**config.mk**
```make
export PLATFORM = sky130hd
export DESIGN_NAME = swmc_cell
export DESIGN_NICKNAME = d
export VERILOG_FILES = /design/src/hdl/swmc_pkg.sv /design/src/hdl/swmc_cell.sv
export SDC_FILE = /design/constraint.sdc
export NUM_CORES = 1
export LEC_CHECK = 0
export BUFFER_PORTS_ARGS = -buffer_cell sky130_fd_sc_hd__buf_2
export CORE_MARGIN = 5
export CORE_UTILIZATION = 52
export DETAILED_ROUTE_END_ITERATION = 8
export HOLD_SLACK_MARGIN = 0.02
export PLACE_DENSITY = 0.83
export SYNTH_ARGS = -nofsm -noshare
export SYNTH_HDL_FRONTEND = slang
export SYNTH_SLANG_ARGS = --single-unit
```
**constraint.sdc**
```tcl
create_clock -name clk -period 3.97 [get_ports clk]
set_input_delay 0.1985 -clock clk [delete_from_list [all_inputs] [get_ports clk]]
set_output_delay 0.1985 -clock clk [all_outputs]
set_load 0.05 [all_outputs]
```
**src/hdl/swmc_pkg.sv**
```systemverilog
// Package for the sliding-window median cost block.
// Holds the fixed widths, the controller state type and the cell command struct.
// It depends on nothing else.
`default_nettype none

package swmc_pkg;

  // Fixed field widths.
  localparam int COST_W   = 38;
  localparam int CFG_W    = 7;

  // Window size after reset, before saturation to the built maximum.
  localparam int WIN_RESET = 8;

  // Controller states.
  typedef enum logic [2:0] {
    ST_IDLE,
    ST_REMOVE,
    ST_INSERT,
    ST_LOAD,
    ST_SUM,
    ST_DONE
  } state_t;

  // Commands broadcast from the controller to the cell chain and datapath.
  typedef struct packed {
    logic accept;    // input transaction taken this cycle
    logic remove;    // drop the oldest sample from the sorted chain
    logic insert;    // place the new sample into the sorted chain
    logic load_dev;  // capture per-cell deviation from the median
    logic sum;       // shift deviations toward cell 0 and accumulate
    logic out_load;  // move the finished cost into the output register
  } cell_cmd_t;

endpackage

`default_nettype wire

```
**src/hdl/swmc_cell.sv**
```systemverilog
// One cell of the sorted window chain: a sample value, its age and a deviation.
// Depends on swmc_pkg for the command struct.
`default_nettype none

module swmc_cell #(
  parameter int SAMPLE_BITS = 32,
  parameter int CNT_W       = 7,
  parameter int IDX_W       = 6,
  parameter int CELL_IDX    = 0
) (
  input  wire                           clk,
  input  wire swmc_pkg::cell_cmd_t      cmd,
  input  wire logic [SAMPLE_BITS-1:0]   x,
  input  wire logic [CNT_W-1:0]         win,
  input  wire logic [CNT_W-1:0]         fill,
  input  wire logic [IDX_W-1:0]         evict_idx,
  input  wire logic [SAMPLE_BITS-1:0]   median,
  input  wire logic [SAMPLE_BITS-1:0]   left_value,
  input  wire logic [IDX_W-1:0]         left_age,
  input  wire logic                     left_gt,
  input  wire logic [SAMPLE_BITS-1:0]   right_value,
  input  wire logic [IDX_W-1:0]         right_age,
  input  wire logic [SAMPLE_BITS-1:0]   right_dev,
  output logic      [SAMPLE_BITS-1:0]   value,
  output logic      [IDX_W-1:0]         age,
  output logic                          gt,
  output logic                          evict,
  output logic      [SAMPLE_BITS-1:0]   dev
);

  localparam logic [CNT_W-1:0] POS = CNT_W'(CELL_IDX);

  logic [SAMPLE_BITS-1:0] value_r, value_nxt;
  logic [IDX_W-1:0]       age_r, age_nxt;
  logic [SAMPLE_BITS-1:0] dev_r, dev_nxt;
  logic                   occupied;
  logic                   at_fill;
  logic                   shift_up;
  logic signed [SAMPLE_BITS:0] diff;
  logic [SAMPLE_BITS:0]   diff_abs;

  // Occupancy and neighbor-facing flags.
  assign occupied = POS < fill;
  assign at_fill  = POS == fill;
  assign gt       = occupied && ($signed(value_r) > $signed(x));
  assign evict    = occupied && (age_r == IDX_W'(win - CNT_W'(1)));
  assign shift_up = POS >= CNT_W'(evict_idx);

  // Deviation from the median, taken one bit wider and then made positive.
  assign diff     = $signed({value_r[SAMPLE_BITS-1], value_r})
                  - $signed({median[SAMPLE_BITS-1], median});
  assign diff_abs = diff[SAMPLE_BITS] ? (SAMPLE_BITS+1)'(-diff) : diff;

  // Next cell contents for each command.
  always_comb begin
    value_nxt = value_r;
    age_nxt   = age_r;
    dev_nxt   = dev_r;
    if (cmd.remove && shift_up) begin
      value_nxt = right_value;
      age_nxt   = right_age;
    end
    if (cmd.insert) begin
      if (left_gt) begin
        value_nxt = left_value;
        age_nxt   = left_age + IDX_W'(1);
      end else if (gt || at_fill) begin
        value_nxt = x;
        age_nxt   = '0;
      end else begin
        age_nxt   = age_r + IDX_W'(1);
      end
    end
    if (cmd.load_dev) begin
      dev_nxt = (POS < win) ? diff_abs[SAMPLE_BITS-1:0] : '0;
    end
    if (cmd.sum) begin
      dev_nxt = right_dev;
    end
  end

  // Payload registers; they need no reset.
  always_ff @(posedge clk) begin
    value_r <= value_nxt;
    age_r   <= age_nxt;
    dev_r   <= dev_nxt;
  end

  assign value = value_r;
  assign age   = age_r;
  assign dev   = dev_r;

endmodule

`default_nettype wire

```
==> flow_summary.json <==
{
  "internal-power_mw": 4.096,
  "multi_input_area_mm2": 0.005524,
  "cts.root.buffer_cell": "sky130_fd_sc_hd__clkbuf_16",
  "yosys_most_used_dff": "sky130_fd_sc_hd__edfxtp_1",
  "min_path_cells": 3,
  "initialDrtViolationCount": 585,
  "reg2reg_slack_ps": 140,
  "chipWidth_um": 132.2,
  "yosys.cell_types.count": 70,
  "p_switching_mw": 5.027,
  "post-route-period-util_pct": 96.43,
  "cts_tree": "done",
  "route.antenna.remaining_nets": 0,
  "yosysTopAreaCell": "sky130_fd_sc_hd__edfxtp_1",
  "max_cap_violations": 0,
  "mappedNetlistNets": 1274,
  "crit-reg2reg-launch": "value[0]$_DFF_P_",
  "final-max-slew-violation-count": 0,
  "worst-r2r-cell-count": 15,
  "worst_ir_drop_vdd_uv": 427.3,
  "floorplan.initialDensity_pct": 53.22,
  "filler_cell_count": 1263,
  "floorplan.die_area_mm2": 0.01747,
  "finalSetupViolCount": 0,
  "synth_area_mm2": 0.007764,
  "syn2layout_area_growth_pct": 25.29,
  "synthesis.instances": 1005,
  "top_level_ports": 272,
  "finalNonFillerCells": 1449,
  "max-clock-path-buffers": 2,
  "ys_async_sr_fraction_pct": 0,
  "worstSetupEndpoint": "dev[30]$_DFFE_PP_",
  "grt_max_degree": 48,
  "cp-startpoint": "value[0]$_DFF_P_",
  "timing.final.hold_violations": 0,
  "register_area_mm2": 0.001783,
  "yosys_register_bits": 70,
  "worst-setup-path-type": "flip-flop to flip-flop",
  "firstDrtPassIters": 5,
  "critical_path.endpoint_type": "flip-flop",
  "drive_above_1_share_pct": 27.55,
  "wirelength_um": 25080,
  "gp_routability_congestion": 0.9539,
  "power.leakage_nw": 4.818,
  "average_wire_per_standard_cell_um": 17.31,
  "antenna_found_initial": 2,
  "syn-mean-instance-area_um2": 7.725,
  "synth.area.top_cells": "sky130_fd_sc_hd__edfxtp_1 (15%), sky130_fd_sc_hd__ha_1 (11%), sky130_fd_sc_hd__dfxtp_1 (8.3%)",
  "timing.hold.worst.class": "input port to flip-flop",
  "cts_inserted_buffers": 9,
  "port-buffer-count": 269,
  "clock_tree.htree_level_count": 3,
  "highest_fanout_seen_on_the_critical_path": 4,
  "cts_sinks": 70,
  "timing.slew.headroom_pct": 41.12,
  "vias": 8563,
  "placed_cells_incl_taps": 1425,
  "fmax_ghz": 0.2612,
  "switching_power_as_a_share_of_total_power_pct": 55.10,
  "placement_rows": 44,
  "route.detailed.vias_per_inst": 5.910,
  "dp_hpwl_um": 19920,
  "layout.nets": 1527,
  "detail_route.drc_violations": 0,
  "yosys-top-cells-count": "sky130_fd_sc_hd__nor2_1 (119), sky130_fd_sc_hd__inv_1 (77), sky130_fd_sc_hd__nand2_1 (77)",
  "sequentialPowerShare_pct": 16.4,
  "die_height_um": 132.2,
  "seq_area_frac_synth_pct": 22.95,
  "overflow_after_grt": 0,
  "power_frac_clock_pct": 9.3,
  "core_region_area_mm2": 0.01459,
  "tightestPinTransition_ps": 883.2,
  "result_of_the_run": "finished clean",
  "worst_setup_skew_after_layout_ps": 10.79,
  "powerDensity_mw_per_mm2": 937.9,
  "worst_setup_path_start_kind": "flip-flop",
  "finalCriticalPeriod_ps": 3828,
  "clock_pin_slew_of_the_registers_on_the_worst_case_setup_and_hold_paths_ps": 60,
  "hold_ws_ps": 76.47,
  "crit_arrival_ps": 3890,
  "via_count_of_the_first_global_routing_pass": 8518,
  "yosysMostFrequentCell": "sky130_fd_sc_hd__nor2_1",
  "warnings_from_yosys": 0,
  "critical_path.reg2reg.endpoint": "dev[30]$_DFFE_PP_",
  "worst_skew_pair.late_latency_ps": 340,
  "grt_pass1_wl_um": 40970,
  "power_frac_comb_pct": 74.3,
  "synth_largest_type_area_fraction_pct": 14.70,
  "grt_util_all_layers_pct": 27.66,
  "synth_edf_count": 38,
  "crit_required_ps": 4030
}
through the flow:
step | setup TNS (ps) | utilization (%) | total power [mW] | cell area, µm² | setup slack (ps)
floorplan | 0 | - | 6.432 | 7765 | 104.2
global placement | 0 | 63.81 | 7.939 | 9309 | 41.30
detailed placement | -41.40 | 63.81 | 8.079 | 9309 | -27.18
CTS | 0 | 66.06 | 8.973 | 9638 | 5.627
global route | -11.41 | 66.66 | 9.814 | 9724 | -10.53
finish | 0 | 66.67 | 9.123 | 9727 | 141.8
cell usage in the layout (no fill, tap or decap), types with 35 or more instances in the layout:
| cell | netlist | final |
|---|---|---|
| sky130_fd_sc_hd__edfxtp_1 | 38 | 38 |
| sky130_fd_sc_hd__inv_1 | 77 | 76 |
| sky130_fd_sc_hd__buf_2 | 4 | 269 |
| sky130_fd_sc_hd__a21oi_1 | 56 | 55 |
| sky130_fd_sc_hd__xnor2_1 | 36 | 35 |
| sky130_fd_sc_hd__mux2i_1 | 35 | 35 |
| sky130_fd_sc_hd__o21ai_0 | 69 | 68 |
| sky130_fd_sc_hd__ha_1 | 68 | 67 |
| sky130_fd_sc_hd__nand2_1 | 77 | 77 |
| sky130_fd_sc_hd__nor2_1 | 119 | 119 |
worst min path at each step:
stage	startpoint	end	slack [ps]
floorplan	left_value[0]	value[0]$_DFF_P_	340
global placement	left_value[27]	value[27]$_DFF_P_	430
detailed placement	left_value[30]	value[30]$_DFF_P_	430
CTS	left_value[30]	value[30]$_DFF_P_	70
global route	left_value[30]	value[30]$_DFF_P_	80
finish	left_value[12]	value[12]$_DFF_P_	80
registers in the layout, indices dropped and copies added, names as in the netlist:
signal,flops
value,32
age,6
dev,32
routing by layer:
metal,up-vias,share of wire (%),global-route usage [%],wire (µm)
met3,64,8.1,6.069,2028
met1,3918,42,34.28,10510
met2,356,47,46.57,11740
met5,-,0.052,0,13
li1,4223,-,-,-
met4,2,3.1,11.26,786
worst max-delay path, stage by stage, from the launching register on:
cell and delay, ps:
sky130_fd_sc_hd__dfxtp_2 340, sky130_fd_sc_hd__inv_2 100, sky130_fd_sc_hd__ha_2 190, sky130_fd_sc_hd__inv_1 60
sky130_fd_sc_hd__fa_2 400, sky130_fd_sc_hd__a211oi_4 320, sky130_fd_sc_hd__o21ai_2 120, sky130_fd_sc_hd__xnor2_1 210
sky130_fd_sc_hd__o21ai_1 120, sky130_fd_sc_hd__or4_4 530, sky130_fd_sc_hd__buf_4 160, sky130_fd_sc_hd__nor4_4 190
sky130_fd_sc_hd__nand4_2 200, sky130_fd_sc_hd__o41ai_2 330, sky130_fd_sc_hd__xor2_1 180, sky130_fd_sc_hd__o21ai_1 70
cell families (layout without fill, tap and decap cells):
logic type / after synthesis / count (layout) / share of synthesized area (%)
adders and majority gates: 69 / 69 / 11.22
AOI/OAI and AO/OA: 317 / 317 / 27.88
xor gates and xnor gates: 59 / 59 / 6.656
other: 0 / 2 / 0
DFF: 70 / 70 / 22.95
buffers and inverters: 136 / 394 / 6.785
and+or+nand+nor: 318 / 318 / 19.85
muxes: 36 / 36 / 4.658
layout make-up:
class	count	share of cell area [%]
inverters	77	2.971
multi-input cells	799	56.79
clock buffers	12	2.650
clock inverters	4	0.5274
repair buffers	301	16.31
diodes	2	0.05145
flip-flops and latches	70	18.33
well taps	184	2.367
power by group through the flow:
stage          clock [mW]  combinational (mW)  sequential, mW
2_1_floorplan           0                3.79            2.65
3_3_place_gp            0                6.45            1.49
3_5_place_dp            0                6.57            1.50
4_1_cts             0.862                6.62            1.49
5_1_grt             0.888                7.39            1.54
6_report            0.851                6.78            1.49
what timing repair did:
item,CTS,global route
resized for setup,2,13
endpoints found under the setup margin,2,27
setup buffers,1,5
endpoints found under the hold margin,0,0
hold buffers,0,0
pin swaps,0,15
Note: power is estimated with default switching activity, not from simulation.
