## config.mk

```make
export PLATFORM = sky130hd
export DESIGN_NAME = swmc_ctrl
export DESIGN_NICKNAME = d
export VERILOG_FILES = /design/src/hdl/swmc_pkg.sv /design/src/hdl/swmc_ctrl.sv
export SDC_FILE = /design/constraint.sdc
export NUM_CORES = 1
export LEC_CHECK = 0
export BUFFER_PORTS_ARGS = -buffer_cell sky130_fd_sc_hd__buf_2
export CAP_MARGIN = 20
export CORE_MARGIN = 3
export CORE_UTILIZATION = 30
export CTS_BUF_LIST = sky130_fd_sc_hd__clkbuf_4
export DETAILED_ROUTE_END_ITERATION = 16
export HOLD_SLACK_MARGIN = 0.15
export PLACE_DENSITY = 0.45
export SLEW_MARGIN = 20
export SYNTH_ARGS = -nofsm -noshare
export SYNTH_HDL_FRONTEND = slang
export SYNTH_SLANG_ARGS = --single-unit
```

## constraint.sdc

```tcl
create_clock -name clk -period 5.3 [get_ports clk]
set_clock_uncertainty 0.05 [all_clocks]
set_input_delay 0 -clock clk [delete_from_list [all_inputs] [get_ports clk]]
set_output_delay 0 -clock clk [all_outputs]
set_load 0.1 [all_outputs]
```

## src/hdl/swmc_pkg.sv

```systemverilog
// Package for the sliding-window median cost block.
// Holds the fixed widths, the controller state type and the cell command struct.
// It depends on nothing else.
`default_nettype none

package swmc_pkg;

  // Fixed field widths.
  localparam int COST_W   = 38;
  localparam int CFG_W    = 7;

  // Window size after reset, before saturation to the built maximum.
  localparam int WIN_RESET = 8;

  // Controller states.
  typedef enum logic [2:0] {
    ST_IDLE,
    ST_REMOVE,
    ST_INSERT,
    ST_LOAD,
    ST_SUM,
    ST_DONE
  } state_t;

  // Commands broadcast from the controller to the cell chain and datapath.
  typedef struct packed {
    logic accept;    // input transaction taken this cycle
    logic remove;    // drop the oldest sample from the sorted chain
    logic insert;    // place the new sample into the sorted chain
    logic load_dev;  // capture per-cell deviation from the median
    logic sum;       // shift deviations toward cell 0 and accumulate
    logic out_load;  // move the finished cost into the output register
  } cell_cmd_t;

endpackage

`default_nettype wire

```

## src/hdl/swmc_ctrl.sv

```systemverilog
// Sequencer for the sliding-window median cost block: window size, fill count
// and the per-item command sequence. Depends on swmc_pkg.
`default_nettype none

module swmc_ctrl #(
  parameter int WINDOW_MAX = 64,
  parameter int CNT_W      = 7
) (
  input  wire                               clk,
  input  wire                               rst_n,
  input  wire logic                         in_valid,
  input  wire logic                         in_last,
  input  wire logic                         cfg_we,
  input  wire logic [swmc_pkg::CFG_W-1:0]   cfg_wdata,
  input  wire logic                         out_free,
  output logic                              in_ready,
  output logic      [CNT_W-1:0]             win,
  output logic      [CNT_W-1:0]             fill,
  output swmc_pkg::cell_cmd_t               cmd
);

  localparam int WIN_RST = (swmc_pkg::WIN_RESET > WINDOW_MAX) ? WINDOW_MAX
                                                               : swmc_pkg::WIN_RESET;

  swmc_pkg::state_t state_r, state_nxt;
  logic [CNT_W-1:0] win_r, win_nxt;
  logic [CNT_W-1:0] fill_r, fill_nxt;
  logic [CNT_W-1:0] cnt_r, cnt_nxt;
  logic             last_r, last_nxt;
  logic             produce;

  // The insert completes a full window.
  assign produce = (fill_r + CNT_W'(1)) == win_r;

  // Next state.
  always_comb begin
    state_nxt = state_r;
    case (state_r)
      swmc_pkg::ST_IDLE: begin
        if (in_valid) begin
          state_nxt = (fill_r == win_r) ? swmc_pkg::ST_REMOVE : swmc_pkg::ST_INSERT;
        end
      end
      swmc_pkg::ST_REMOVE: state_nxt = swmc_pkg::ST_INSERT;
      swmc_pkg::ST_INSERT: state_nxt = produce ? swmc_pkg::ST_LOAD : swmc_pkg::ST_IDLE;
      swmc_pkg::ST_LOAD:   state_nxt = swmc_pkg::ST_SUM;
      swmc_pkg::ST_SUM: begin
        if (cnt_r == CNT_W'(1)) begin
          state_nxt = swmc_pkg::ST_DONE;
        end
      end
      swmc_pkg::ST_DONE: begin
        if (out_free) begin
          state_nxt = swmc_pkg::ST_IDLE;
        end
      end
      default: state_nxt = swmc_pkg::ST_IDLE;
    endcase
  end

  // Command outputs.
  always_comb begin
    cmd      = '0;
    in_ready = 1'b0;
    case (state_r)
      swmc_pkg::ST_IDLE: begin
        in_ready   = 1'b1;
        cmd.accept = in_valid;
      end
      swmc_pkg::ST_REMOVE: cmd.remove   = 1'b1;
      swmc_pkg::ST_INSERT: cmd.insert   = 1'b1;
      swmc_pkg::ST_LOAD:   cmd.load_dev = 1'b1;
      swmc_pkg::ST_SUM:    cmd.sum      = 1'b1;
      swmc_pkg::ST_DONE:   cmd.out_load = out_free;
      default: begin
        cmd      = '0;
        in_ready = 1'b0;
      end
    endcase
  end

  // Window size, fill count, sum counter and the captured last flag.
  always_comb begin
    win_nxt  = win_r;
    fill_nxt = fill_r;
    cnt_nxt  = cnt_r;
    last_nxt = last_r;
    if (cmd.accept) begin
      last_nxt = in_last;
    end
    if (cmd.remove) begin
      fill_nxt = fill_r - CNT_W'(1);
    end
    if (cmd.insert) begin
      fill_nxt = last_r ? '0 : fill_r + CNT_W'(1);
    end
    if (cmd.load_dev) begin
      cnt_nxt = win_r;
    end
    if (cmd.sum) begin
      cnt_nxt = cnt_r - CNT_W'(1);
    end
    if (cfg_we) begin
      fill_nxt = '0;
      if (cfg_wdata == '0) begin
        win_nxt = CNT_W'(1);
      end else if (int'(cfg_wdata) > WINDOW_MAX) begin
        win_nxt = CNT_W'(WINDOW_MAX);
      end else begin
        win_nxt = CNT_W'(cfg_wdata);
      end
    end
  end

  // Control registers with synchronous reset.
  always_ff @(posedge clk) begin
    if (!rst_n) begin
      state_r <= swmc_pkg::ST_IDLE;
      win_r   <= CNT_W'(WIN_RST);
      fill_r  <= '0;
      cnt_r   <= '0;
      last_r  <= 1'b0;
    end else begin
      state_r <= state_nxt;
      win_r   <= win_nxt;
      fill_r  <= fill_nxt;
      cnt_r   <= cnt_nxt;
      last_r  <= last_nxt;
    end
  end

  assign win  = win_r;
  assign fill = fill_r;

endmodule

`default_nettype wire

```

==> summary.txt, run 1 <==
Finish
  • Number of fill cells: 546
  • Ratio of cells with drive above 1 in the final layout: 17.3%
  • Nets: 284
  • P&R area growth vs syn: 29.9%
  • ANT cells: 0

Setup path
  • Slowest-stage cell, CP: dlygate4sd3_1
  • Crit path kind: reg2reg
  • Worst Path Required: 5530 ps
  • Critical path launch point type: flop
  • Slowest stage delay, CP: 550 ps
  • Crit-path max FO: 8
  • CP cell instances: inv_1, ha_1, xor2_1, or4_4, nor3_2, a21oi_1, o21ai_1, dlygate4sd3_1
  • Crit path buffers/inverters: 2
  • Crit. End Element: flop
  • Cell family with most CP delay: buffers and inverters
  • Data arrival, critical path: 2910 ps
  • R2R setup slack: 2620 ps

Route
  • Initial DRC count: 53
  • WL/cell: 13.5 um
  • Drt total wl: 4.54 mm
  • DR vias: 1663
  • Residual DRC count: 0
  • ANT nets after route: 0
  • Drt pass-1 iters: 4
  • Via density: about 5

Global route
  • First-pass GRT wire length: 7.70 mm
  • GR Overflow Total: 0
  • Global Route Usage Sum: 15.1%
  • Initial antenna violation count: 0
  • Vias in the first global route: 1645
  • Largest net degree at the start of global routing: 20

Synth
  • Most used DFF post-synth: dfxtp_1
  • Yosys warns: 0
  • Asr flop ratio synth: 0%
  • Yosys reg bits: 25
  • Sequential area share after synthesis: 30.3%
  • Post-synthesis instance total: approximately 220
  • Yosys top cell area share: 30.3%
  • Area leader, netlist: dfxtp_1
  • Syn_area_per_cell: 7.69 um^2
  • Yosys cell types: 50
  • Synthesized area: 1650 um^2
  • Syn_nets: 232
  • Largest cells by area after synthesis: dfxtp_1 (30%), xnor2_1 (6.4%), nand2_1 (3.9%), nor2_1 (3.6%), a21oi_1 (3.3%)
  • Number of synthesized flops with an enable pin: 0

Floorplan
  • DIE AREA: ~6400 um^2
  • Initial Util: 31.8%
  • Die span in x: 80.2 um
  • Core ar.: 5200 um^2
  • FP Rows: 26
  • Die height: 80.2 um
  • Io pins: 34

CTS
  • CTS sink count: 25
  • Clock Latency Late Sink: 330 ps
  • Post-CTS setup buffers: 0
  • Inserted Clock Buffers: 3
  • H-tree levels: 1
  • Post-CTS Resized: 0
  • Root buffer cell: clkbuf_4
  • CTS tree: built
  • CTS Buffer Depth: 2
  • Clock-pin slew on the worst setup and hold paths: 150 ps

Timing
  • Final Hold Vio Count: 0
  • TNS Setup: 0 ps
  • Fmax: 373 MHz
  • Hold slack final: 173 ps
  • Slew headroom: 56.9%
  • Finish-stage setup viols: 0
  • Worst Tran Pin Value: between 600 and 700 ps
  • Period utilization: between 50% and 60%
  • Fin crit period: around 2700 ps
  • RSZ-0062 raised after global routing: no
  • Max Slew Vio Count: 0

Power
  • Peak supply drop: 0.0000852 V
  • Pwr dens: 215 nW/um^2
  • Final Total Pwr: 463 uW
  • Leakage Power: 0.856 nW

Place
  • Detail Placement HPWL: 3.31 mm
  • Port bufs: 33
  • RD Place Congestion: 0.831

Min path
  • Min-delay worst type: in2reg

Job
  • Max-Cap Viols: 0

Outcome
  • Status: complete, no violations
-- synth_stat cells (3+ instances only) --
master    number
a211oi_1       3
nor2_1        16
a21oi_1       11
o21ai_0        9
nand3_1        9
a31oi_1        3
dfxtp_1       25
a21boi_0       3
a221oi_1       3
and2_1         4
o22ai_1        3
clkbuf_1       8
ha_1           4
nand2_1       17
nand2b_1       4
inv_1         14
xnor2_1       12
xor2_1         4
a22oi_1        3
or2_2          5
nor2b_1        8
buf_2          3
nor3_1         9
-- layout make-up --
type	count	area [um^2]	share of cell area, %
multi-input combinational	161	1020	47.6
inverter	14	52.6	2.45
timing repair buffer	62	455	21.2
clock inverter	1	7.51	0.350
clock buffer	3	22.5	1.05
tap	70	87.6	4.08
sequential	25	500	23.3
-- path summary, 6_finish.rpt --
check / from / end / depth (start not counted)
max reg2reg: fill[0]$_SDFFE_PP0P_ / state_r[0]$_SDFFE_PN0P_ / 8
min: in_valid / state_r[1]$_SDFFE_PN0P_ / 5
max: fill[0]$_SDFFE_PP0P_ / state_r[0]$_SDFFE_PN0P_ / 8
min reg2reg: cnt_r[3]$_SDFFE_PN0P_ / cnt_r[3]$_SDFFE_PN0P_ / 2
-- tightest hold or removal path: stages --
cell	delay, ps
buf_2	90
nor3_1	40
a31oi_1	150
o211ai_1	130
a21oi_1	120
-- cell usage in the layout, fill, tap and decap left out, types with 3 or more instances in the layout --
cell type	netlist	layout
a22oi_1	3	3
and2_1	4	4
ha_1	4	4
nor3_1	9	9
o21ai_0	9	9
clkbuf_4	0	3
or2_2	5	5
o22ai_1	3	3
xnor2_1	12	12
nand3_1	9	9
buf_2	3	33
a221oi_1	3	3
nand2_1	17	17
a21boi_0	3	3
nor2_1	16	16
inv_1	14	14
a21oi_1	11	11
dlygate4sd3_1	0	29
xor2_1	4	4
dfxtp_1	25	25
nand2b_1	4	4
nor2b_1	8	8
a31oi_1	3	3
a211oi_1	3	3
-- power by group --
part	switching, mW	internal, mW
Clock	0.0638	0.0288
Combinational	0.107	0.0516
Sequential	0.0153	0.196
Total	0.186	0.276
-- sequential cells by signal (all words and copies together), names as in the netlist --
name     flops
cnt_r        7
fill         7
last_r       1
state_r      3
win          7
-- kinds of logic after synthesis --
group | Yosys count | synth area share, %
DFF | 25 | 30.3
adders and majority gates | 4 | 3.03
and+or+nand+nor | 87 | 28.3
AOI/OAI and AO/OA | 52 | 20.7
muxes | 2 | 1.21
xor gates and xnor gates | 16 | 8.48
buffers and inverters | 29 | 7.95
-- stage by stage --
step | instance area (um^2) | worst slack, ps | util (%) | instances
after global placement | 1830 | 3250 | 35.1 | 303
after global routing | 2150 | 2440 | 41.3 | 336
after floorplan | 1650 | 1300 | - | 215
after detailed placement | 1830 | 3210 | 35.1 | 303
after CTS | 2150 | 2640 | 41.3 | 336
final | 2150 | 2620 | 41.3 | 336
-- layer usage --
| layer | track usage (%) | part of all wire [%] |
|---|---|---|
| met5 | 0 | 0 |
| met2 | 23.4 | 44 |
| met4 | 5.07 | 1.1 |
| met3 | 2.69 | 3.5 |
| met1 | 20.9 | 51 |
-- repair_timing --
action | CTS | global route
hold buffers | 29 | 0
setup endpoints to repair | 0 | 0
endpoints found under the hold margin | 18 | 0
Note: power is estimated with default switching activity, not from simulation.
==> inputs of run 2 (changes only) <==
ABC_AREA = 1   (was not set)
PLACE_DENSITY = 0.46   (was 0.45)
clock period = 2.4 ns   (was 5.3 ns; I/O delays follow)
==> summary.txt, run 2 <==
Setup path
  • Crit path buffers/inverters: 3 (was 2)
  • Worst Path Required: 2630 ps (was 5530 ps)
  • Crit-path max FO: 7 (was 8)
  • Critical path launch point type: flop (unchanged)
  • Crit path kind: reg2reg (unchanged)
  • Cell family with most CP delay: buffers and inverters (unchanged)
  • Critical path's most frequent cell: nand2_1
  • Crit. End Element: flop (unchanged)
  • CP cell instances: inv_2, ha_1, inv_1, nand2_1, nand2_1, nand3_1, nor2_1, nand3_2, o21ai_1, nand2_1, a21oi_2, dlygate4sd3_1 (was inv_1, ha_1, xor2_1, or4_4, nor3_2, a21oi_1, o21ai_1, dlygate4sd3_1)
  • Data arrival, critical path: 2440 ps (was 2910 ps)
  • Slowest-stage cell, CP: dlygate4sd3_1 (unchanged)
  • Slowest stage delay, CP: 540 ps (was 550 ps)
  • R2R setup slack: 190 ps (was 2620 ps)

Floorplan
  • Die height: 83.9 um (was 80.2 um)
  • DIE AREA: 7040 um^2 (was 6440 um^2)
  • Io pins: 34 (unchanged)
  • Core ar.: 5680 um^2 (was 5200 um^2)
  • Die span in x: 83.9 um (was 80.2 um)
  • Initial Util: 32.1% (was 31.8%)
  • FP Rows: 27 (was 26)

Timing
  • Max Slew Vio Count: 0 (unchanged)
  • Slew headroom: 67.5% (was 56.9%)
  • Fmax: 453 MHz (was 373 MHz)
  • TNS Setup: 0 ps (unchanged)
  • Worst Tran Pin Value: 490 ps (was 641 ps)
  • Fin crit period: 2210 ps (was 2680 ps)
  • Period utilization: 92.1% (was 50.6%)
  • Finish-stage setup viols: 0 (unchanged)
  • RSZ-0062 raised after global routing: no (unchanged)
  • Final Hold Vio Count: 0 (unchanged)

CTS
  • CTS sink count: 25 (unchanged)
  • Clock-pin slew on the worst setup and hold paths: 150 ps (about the same)
  • CTS tree: built (unchanged)
  • Inserted Clock Buffers: 3 (unchanged)
  • CTS Buffer Depth: 2 (unchanged)
  • H-tree levels: 1 (unchanged)
  • Clock Latency Late Sink: 320 ps (was 330 ps)
  • Root buffer cell: clkbuf_4 (unchanged)

Synth
  • Yosys cell types: 34 (was 50)
  • Most used DFF post-synth: dfxtp_1 (unchanged)
  • Area leader, netlist: dfxtp_1 (unchanged)
  • Asr flop ratio synth: 0% (unchanged)
  • Number of synthesized flops with an enable pin: 0 (unchanged)
  • Syn_nets: 299 (was 232)
  • Synth top cells by count: nand2_1 (64), inv_1 (46), nand3_1 (27), dfxtp_1 (25), nor2_1 (20) (was dfxtp_1 (25), nand2_1 (17), nor2_1 (16), inv_1 (14), xnor2_1 (12))
  • Yosys warns: 0 (unchanged)
  • Yosys top cell area share: 27.5% (was 30.3%)
  • Most common cell in the netlist: nand2_1 (was dfxtp_1)
  • Largest cells by area after synthesis: dfxtp_1 (27%), nand2_1 (13%), inv_1 (9.5%), nand3_1 (7.4%), nor2_1 (4.1%) (was dfxtp_1 (30%), xnor2_1 (6.4%), nand2_1 (3.9%), nor2_1 (3.6%), a21oi_1 (3.3%))
  • Synthesized area: 1820 um^2 (was 1650 um^2)
  • Syn_area_per_cell: 6.46 um^2 (was 7.69 um^2)
  • Post-synthesis instance total: 282 (was 215)
  • Sequential area share after synthesis: 27.5% (was 30.3%)
  • Yosys reg bits: 25 (unchanged)

Place
  • Detail Placement HPWL: 4.15 mm (was 3.31 mm)
  • RD Place Congestion: 0.869 (was 0.831)
  • Port bufs: 33 (unchanged)

Power
  • Peak supply drop: 0.000426 V (was 0.0000852 V)
  • Leakage Power: 1.14 nW (was 0.856 nW)
  • Pwr dens: 1110 nW/um^2 (was 215 nW/um^2)
  • Final Total Pwr: 2.59 mW (was 463 uW)

Route
  • Residual DRC count: 0 (unchanged)
  • ANT nets after route: 0 (unchanged)
  • WL/cell: 12.9 um (was 13.5 um)
  • Initial DRC count: 66 (was 53)
  • Via density: 4.77 (was 4.95)
  • Drt pass-1 iters: 4 (unchanged)
  • Drt total wl: 5.29 mm (was 4.54 mm)
  • DR vias: 1955 (was 1663)

Global route
  • Initial antenna violation count: 0 (unchanged)
  • GR Overflow Total: 0 (unchanged)
  • Largest net degree at the start of global routing: 15 (was 20)
  • First-pass GRT wire length: 9.09 mm (was 7.70 mm)
  • Vias in the first global route: 1878 (was 1645)
  • Global Route Usage Sum: 15.8% (was 15.1%)

Finish
  • Commonest non-fill, non-tap cell in the layout: nand2_1 (was buf_2)
  • Most frequent cells in the layout: nand2_1 (64), inv_1 (46), buf_2 (33) (was buf_2 (33), dlygate4sd3_1 (29), dfxtp_1 (25))
  • ANT cells: 0 (unchanged)
  • Ratio of cells with drive above 1 in the final layout: 21.6% (was 17.3%)
  • Nets: 356 (was 284)
  • P&R area growth vs syn: 28.0% (was 29.9%)

Min path
  • Min-delay worst type: reg2reg (was in2reg)

Job
  • Max-Cap Viols: 0 (unchanged)

Outcome
  • Status: complete, no violations (unchanged)
## run 2: cell count changes after synthesis, moves of 7 or more
cell / before / now
nand2_1: 17 / 64
inv_1: 14 / 46
nor2b_1: 8 / 0
xnor2_1: 12 / 1
nand3_1: 9 / 27
clkbuf_1: 8 / 1
## run 2: layer usage
metal  track usage (%)  wire, um  up-vias
met5                 0         0        -
met4              3.80        50        0
met3              1.97       284        4
met2              26.2      2410       46
met1              21.6      2540      876
li1                  -         -     1029
## run 2: logic make-up after synthesis
group | after synthesis | share of synthesized area (%)
AOI/OAI and AO/OA | 50 | 16.5
xor gates and xnor gates | 6 | 2.89
adders and majority gates | 4 | 2.75
buffers and inverters | 61 | 14.9
DFF | 25 | 27.5
and+or+nand+nor | 136 | 35.5
## run 2: metrics by stage
step                      hold slack [ps]  setup slack, ps  instance area (um^2)  util [%]  instances
after floorplan                      48.6             16.2                  1840         -        282
final                                 428              190                  2330      41.1        410
after global placement                191              726                  2050      36.1        382
after detailed placement              190              632                  2050      36.1        382
after global routing                  465             17.3                  2330      41.1        410
after CTS                             431             80.7                  2300      40.6        409
## run 2: where the power goes
| part | internal [mW] | switching [mW] | total, mW |
|---|---|---|---|
| Combinational | 0.478 | 1.24 | 1.72 |
| Clock | 0.0624 | 0.138 | 0.201 |
| Sequential | 0.520 | 0.150 | 0.670 |
## run 2: tightest hold or removal path: stages, from the launching register on
cell and delay, ps:
dfxtp_1 340, nand2_1 60, a21oi_1 60
## run 2: cell type report
type                            instances  area [um^2]
Fill cell                             612         3340
Multi-Input combinational cell        196         1080
Sequential cell                        25          510
Timing Repair Buffer                   59          418
Inverter                               54          208
Tap cell                               72         90.1
Clock buffer                            3         22.5
Clock inverter                          1         5.00
## run 2: worst paths after layout
check / start / endpoint / cells past startpoint
max: fill[0]$_SDFFE_PP0P_ / state_r[0]$_SDFFE_PN0P_ / 12
min: cnt_r[6]$_SDFFE_PN0P_ / cnt_r[6]$_SDFFE_PN0P_ / 2
max reg2reg: fill[0]$_SDFFE_PP0P_ / state_r[0]$_SDFFE_PN0P_ / 12
min reg2reg: cnt_r[6]$_SDFFE_PN0P_ / cnt_r[6]$_SDFFE_PN0P_ / 2
## run 2: timing repair
item	4_1_cts	5_1_grt
hold endpoints to repair	16	0
hold buffers	23	0
gates resized for setup	0	7
setup endpoints to repair	0	1
setup buffers	0	1
==> inputs of run 3 (changes only) <==
PLACE_DENSITY = 0.44   (was 0.46)
clock period = 2.75 ns   (was 2.4 ns; I/O delays follow)
==> summary.txt, run 3 (same netlist as run 2, synthesis figures left out) <==
Outcome
  • Status: complete, no violations (unchanged)

Timing
  • Fmax: 413 MHz (was 453 MHz)
  • Final Hold Vio Count: 0 (unchanged)
  • Max Slew Vio Count: 0 (unchanged)
  • Finish-stage setup viols: 0 (unchanged)
  • Fin crit period: 2420 ps (was 2210 ps)
  • Period utilization: 88.1% (was 92.1%)
  • Worst Tran Pin Value: 517 ps (was 490 ps)
  • TNS Setup: 0 ps (unchanged)
  • Slew headroom: 65.4% (was 67.5%)
  • RSZ-0062 raised after global routing: no (unchanged)

Route
  • WL/cell: 13.4 um (was 12.9 um)
  • Residual DRC count: 0 (unchanged)
  • DR vias: 1959 (was 1955)
  • Drt pass-1 iters: 4 (unchanged)
  • Initial DRC count: 59 (was 66)
  • Drt total wl: 5.45 mm (was 5.29 mm)
  • Via density: 4.81 (was 4.77)
  • ANT nets after route: 0 (unchanged)

Power
  • Clock group share of total power: 8.3% (was 7.7%)
  • Leakage Power: 1.12 nW (was 1.14 nW)
  • Pint: 912 uW (was 1.06 mW)
  • Reg power frac: 25.9% (about the same)
  • Net Sw Frac: 59.2% (was 59.1%)
  • Combinational share of power: 65.9% (was 66.4%)
  • Peak supply drop: 0.000313 V (was 0.000426 V)
  • Switching pwr: 1.33 mW (was 1.53 mW)
  • Pwr dens: 979 nW/um^2 (was 1110 nW/um^2)

Finish
  • Most frequent cells in the layout: nand2_1 (64), inv_1 (46), buf_2 (33) (unchanged)
  • Commonest non-fill, non-tap cell in the layout: nand2_1 (unchanged)
  • Ratio of cells with drive above 1 in the final layout: 19.4% (was 21.6%)
  • ANT cells: 0 (unchanged)
  • Utilization after layout: 40.3% (was 41.1%)
  • Nets: 353 (was 356)
  • P&R area growth vs syn: 25.6% (was 28.0%)
  • Number of fill cells: 646 (was 612)

CTS
  • Post-CTS Resized: 0 (unchanged)
  • CTS Hold Bufs: 23 (unchanged)
  • CTS tree: built (unchanged)
  • Inserted Clock Buffers: 3 (unchanged)
  • CTS sink count: 25 (unchanged)
  • Clock Latency Late Sink: 320 ps (about the same)
  • CTS Buffer Depth: 2 (unchanged)
  • H-tree levels: 1 (unchanged)
  • Clock-pin slew on the worst setup and hold paths: 150 ps (about the same)
  • Post-CTS setup buffers: 0 (unchanged)
  • Root buffer cell: clkbuf_4 (unchanged)

Global route
  • Initial antenna violation count: 0 (unchanged)
  • Global Route Usage Sum: 15.9% (was 15.8%)
  • GR Overflow Total: 0 (unchanged)
  • Largest net degree at the start of global routing: 14 (was 15)
  • Vias in the first global route: 1833 (was 1878)
  • First-pass GRT wire length: 9.03 mm (was 9.09 mm)

Setup path
  • Reg2Reg Launch Point: fill[0]$_SDFFE_PP0P_ (unchanged)
  • Worst Path Required: 2980 ps (was 2630 ps)
  • Crit. End Element: flop (unchanged)
  • Slowest-stage cell, CP: dlygate4sd3_1 (unchanged)
  • Critical path launch point type: flop (unchanged)
  • Crit-path max FO: 7 (unchanged)
  • Crit path kind: reg2reg (unchanged)
  • Data arrival, critical path: 2650 ps (was 2440 ps)
  • CP cell instances: inv_2, ha_1, inv_1, nand2_1, nand2_1, nand3_1, nor2_1, nand3_2, o21ai_1, nand2_1, a21oi_2, dlygate4sd3_1 (unchanged)
  • R2R cell count: 12 (unchanged)
  • Slowest stage delay, CP: 540 ps (about the same)
  • Worst r2r dst: state_r[0]$_SDFFE_PN0P_ (unchanged)
  • R2R setup slack: 330 ps (was 190 ps)
  • Critical path's most frequent cell: nand2_1 (unchanged)

Min path
  • Hold EP: cnt_r[6]$_SDFFE_PN0P_ (unchanged)
  • Hold path depth: 2 (unchanged)
  • Hold_sp: cnt_r[6]$_SDFFE_PN0P_ (unchanged)
  • Min-delay worst type: reg2reg (unchanged)

Place
  • Port bufs: 33 (unchanged)
  • Detail Placement HPWL: 4.27 mm (was 4.15 mm)
  • RD Place Congestion: 0.758 (was 0.869)

Floorplan
  • Die height: 83.9 um (unchanged)
  • Core ar.: 5680 um^2 (unchanged)
  • Io pins: 34 (unchanged)
  • Die span in x: 83.9 um (unchanged)
  • DIE AREA: 7040 um^2 (unchanged)
  • Initial Util: 32.1% (unchanged)
  • FP Rows: 27 (unchanged)

Job
  • Max-Cap Viols: 0 (unchanged)
==> run 3: final cells by class <==
class,instances,area (um^2),area share [%]
Tap cell,72,90.1,3.94
Timing Repair Buffer,56,395,17.3
Inverter,54,208,9.09
Clock buffer,4,30.0,1.31
Multi-Input combinational cell,196,1060,46.5
Sequential cell,25,500,21.9
==> run 3: per-layer routing <==
metal  track usage [%]  share of wire [%]  vias up
met2              27.1                 47       34
met1              20.9                 50      892
li1                  -                  -     1029
met5                 0                  0        -
met4              3.65               0.79        0
met3              2.37                2.8        4
==> run 3: power by group through the flow <==
stage	Sequential, mW	Combinational, mW	Clock [mW]
global route	0.599	1.61	0.210
CTS	0.579	1.48	0.196
global placement	0.591	1.44	0
detailed placement	0.587	1.44	0
finish	0.579	1.47	0.185
floorplan	0.736	1.07	0
==> run 3: per-stage QoR <==
stage | worst slack (ps) | instance area (um^2) | hold WS, ps | power, mW | instances
after global placement | 893 | 2030 | 190 | 2.03 | 380
after detailed placement | 884 | 2030 | 191 | 2.02 | 380
after global routing | 106 | 2290 | 472 | 2.42 | 407
after CTS | 321 | 2290 | 437 | 2.26 | 407
after floorplan | 251 | 1830 | 48.6 | 1.80 | 282
final | 327 | 2290 | 433 | 2.24 | 407
==> run 3: worst max-delay path by stage <==
stage,startpoint,to,slack [ps]
2_1_floorplan,state_r[1]$_SDFFE_PN0P_,last_r$_SDFFE_PN0P_,250
3_3_place_gp,fill[0]$_SDFFE_PP0P_,state_r[0]$_SDFFE_PN0P_,890
3_5_place_dp,fill[0]$_SDFFE_PP0P_,state_r[0]$_SDFFE_PN0P_,880
4_1_cts,fill[0]$_SDFFE_PP0P_,state_r[0]$_SDFFE_PN0P_,320
5_1_grt,fill[0]$_SDFFE_PP0P_,state_r[0]$_SDFFE_PN0P_,110
6_report,fill[0]$_SDFFE_PP0P_,state_r[0]$_SDFFE_PN0P_,330
==> run 3: worst max-delay path, delay by kind of cell (launching register included) <==
| family | cells | cell delay, ps |
|---|---|---|
| compound gates | 2 | 250 |
| simple gates | 6 | 480 |
| fa+ha+maj | 1 | 350 |
| buf+inv | 3 | 750 |
| flops | 1 | 490 |
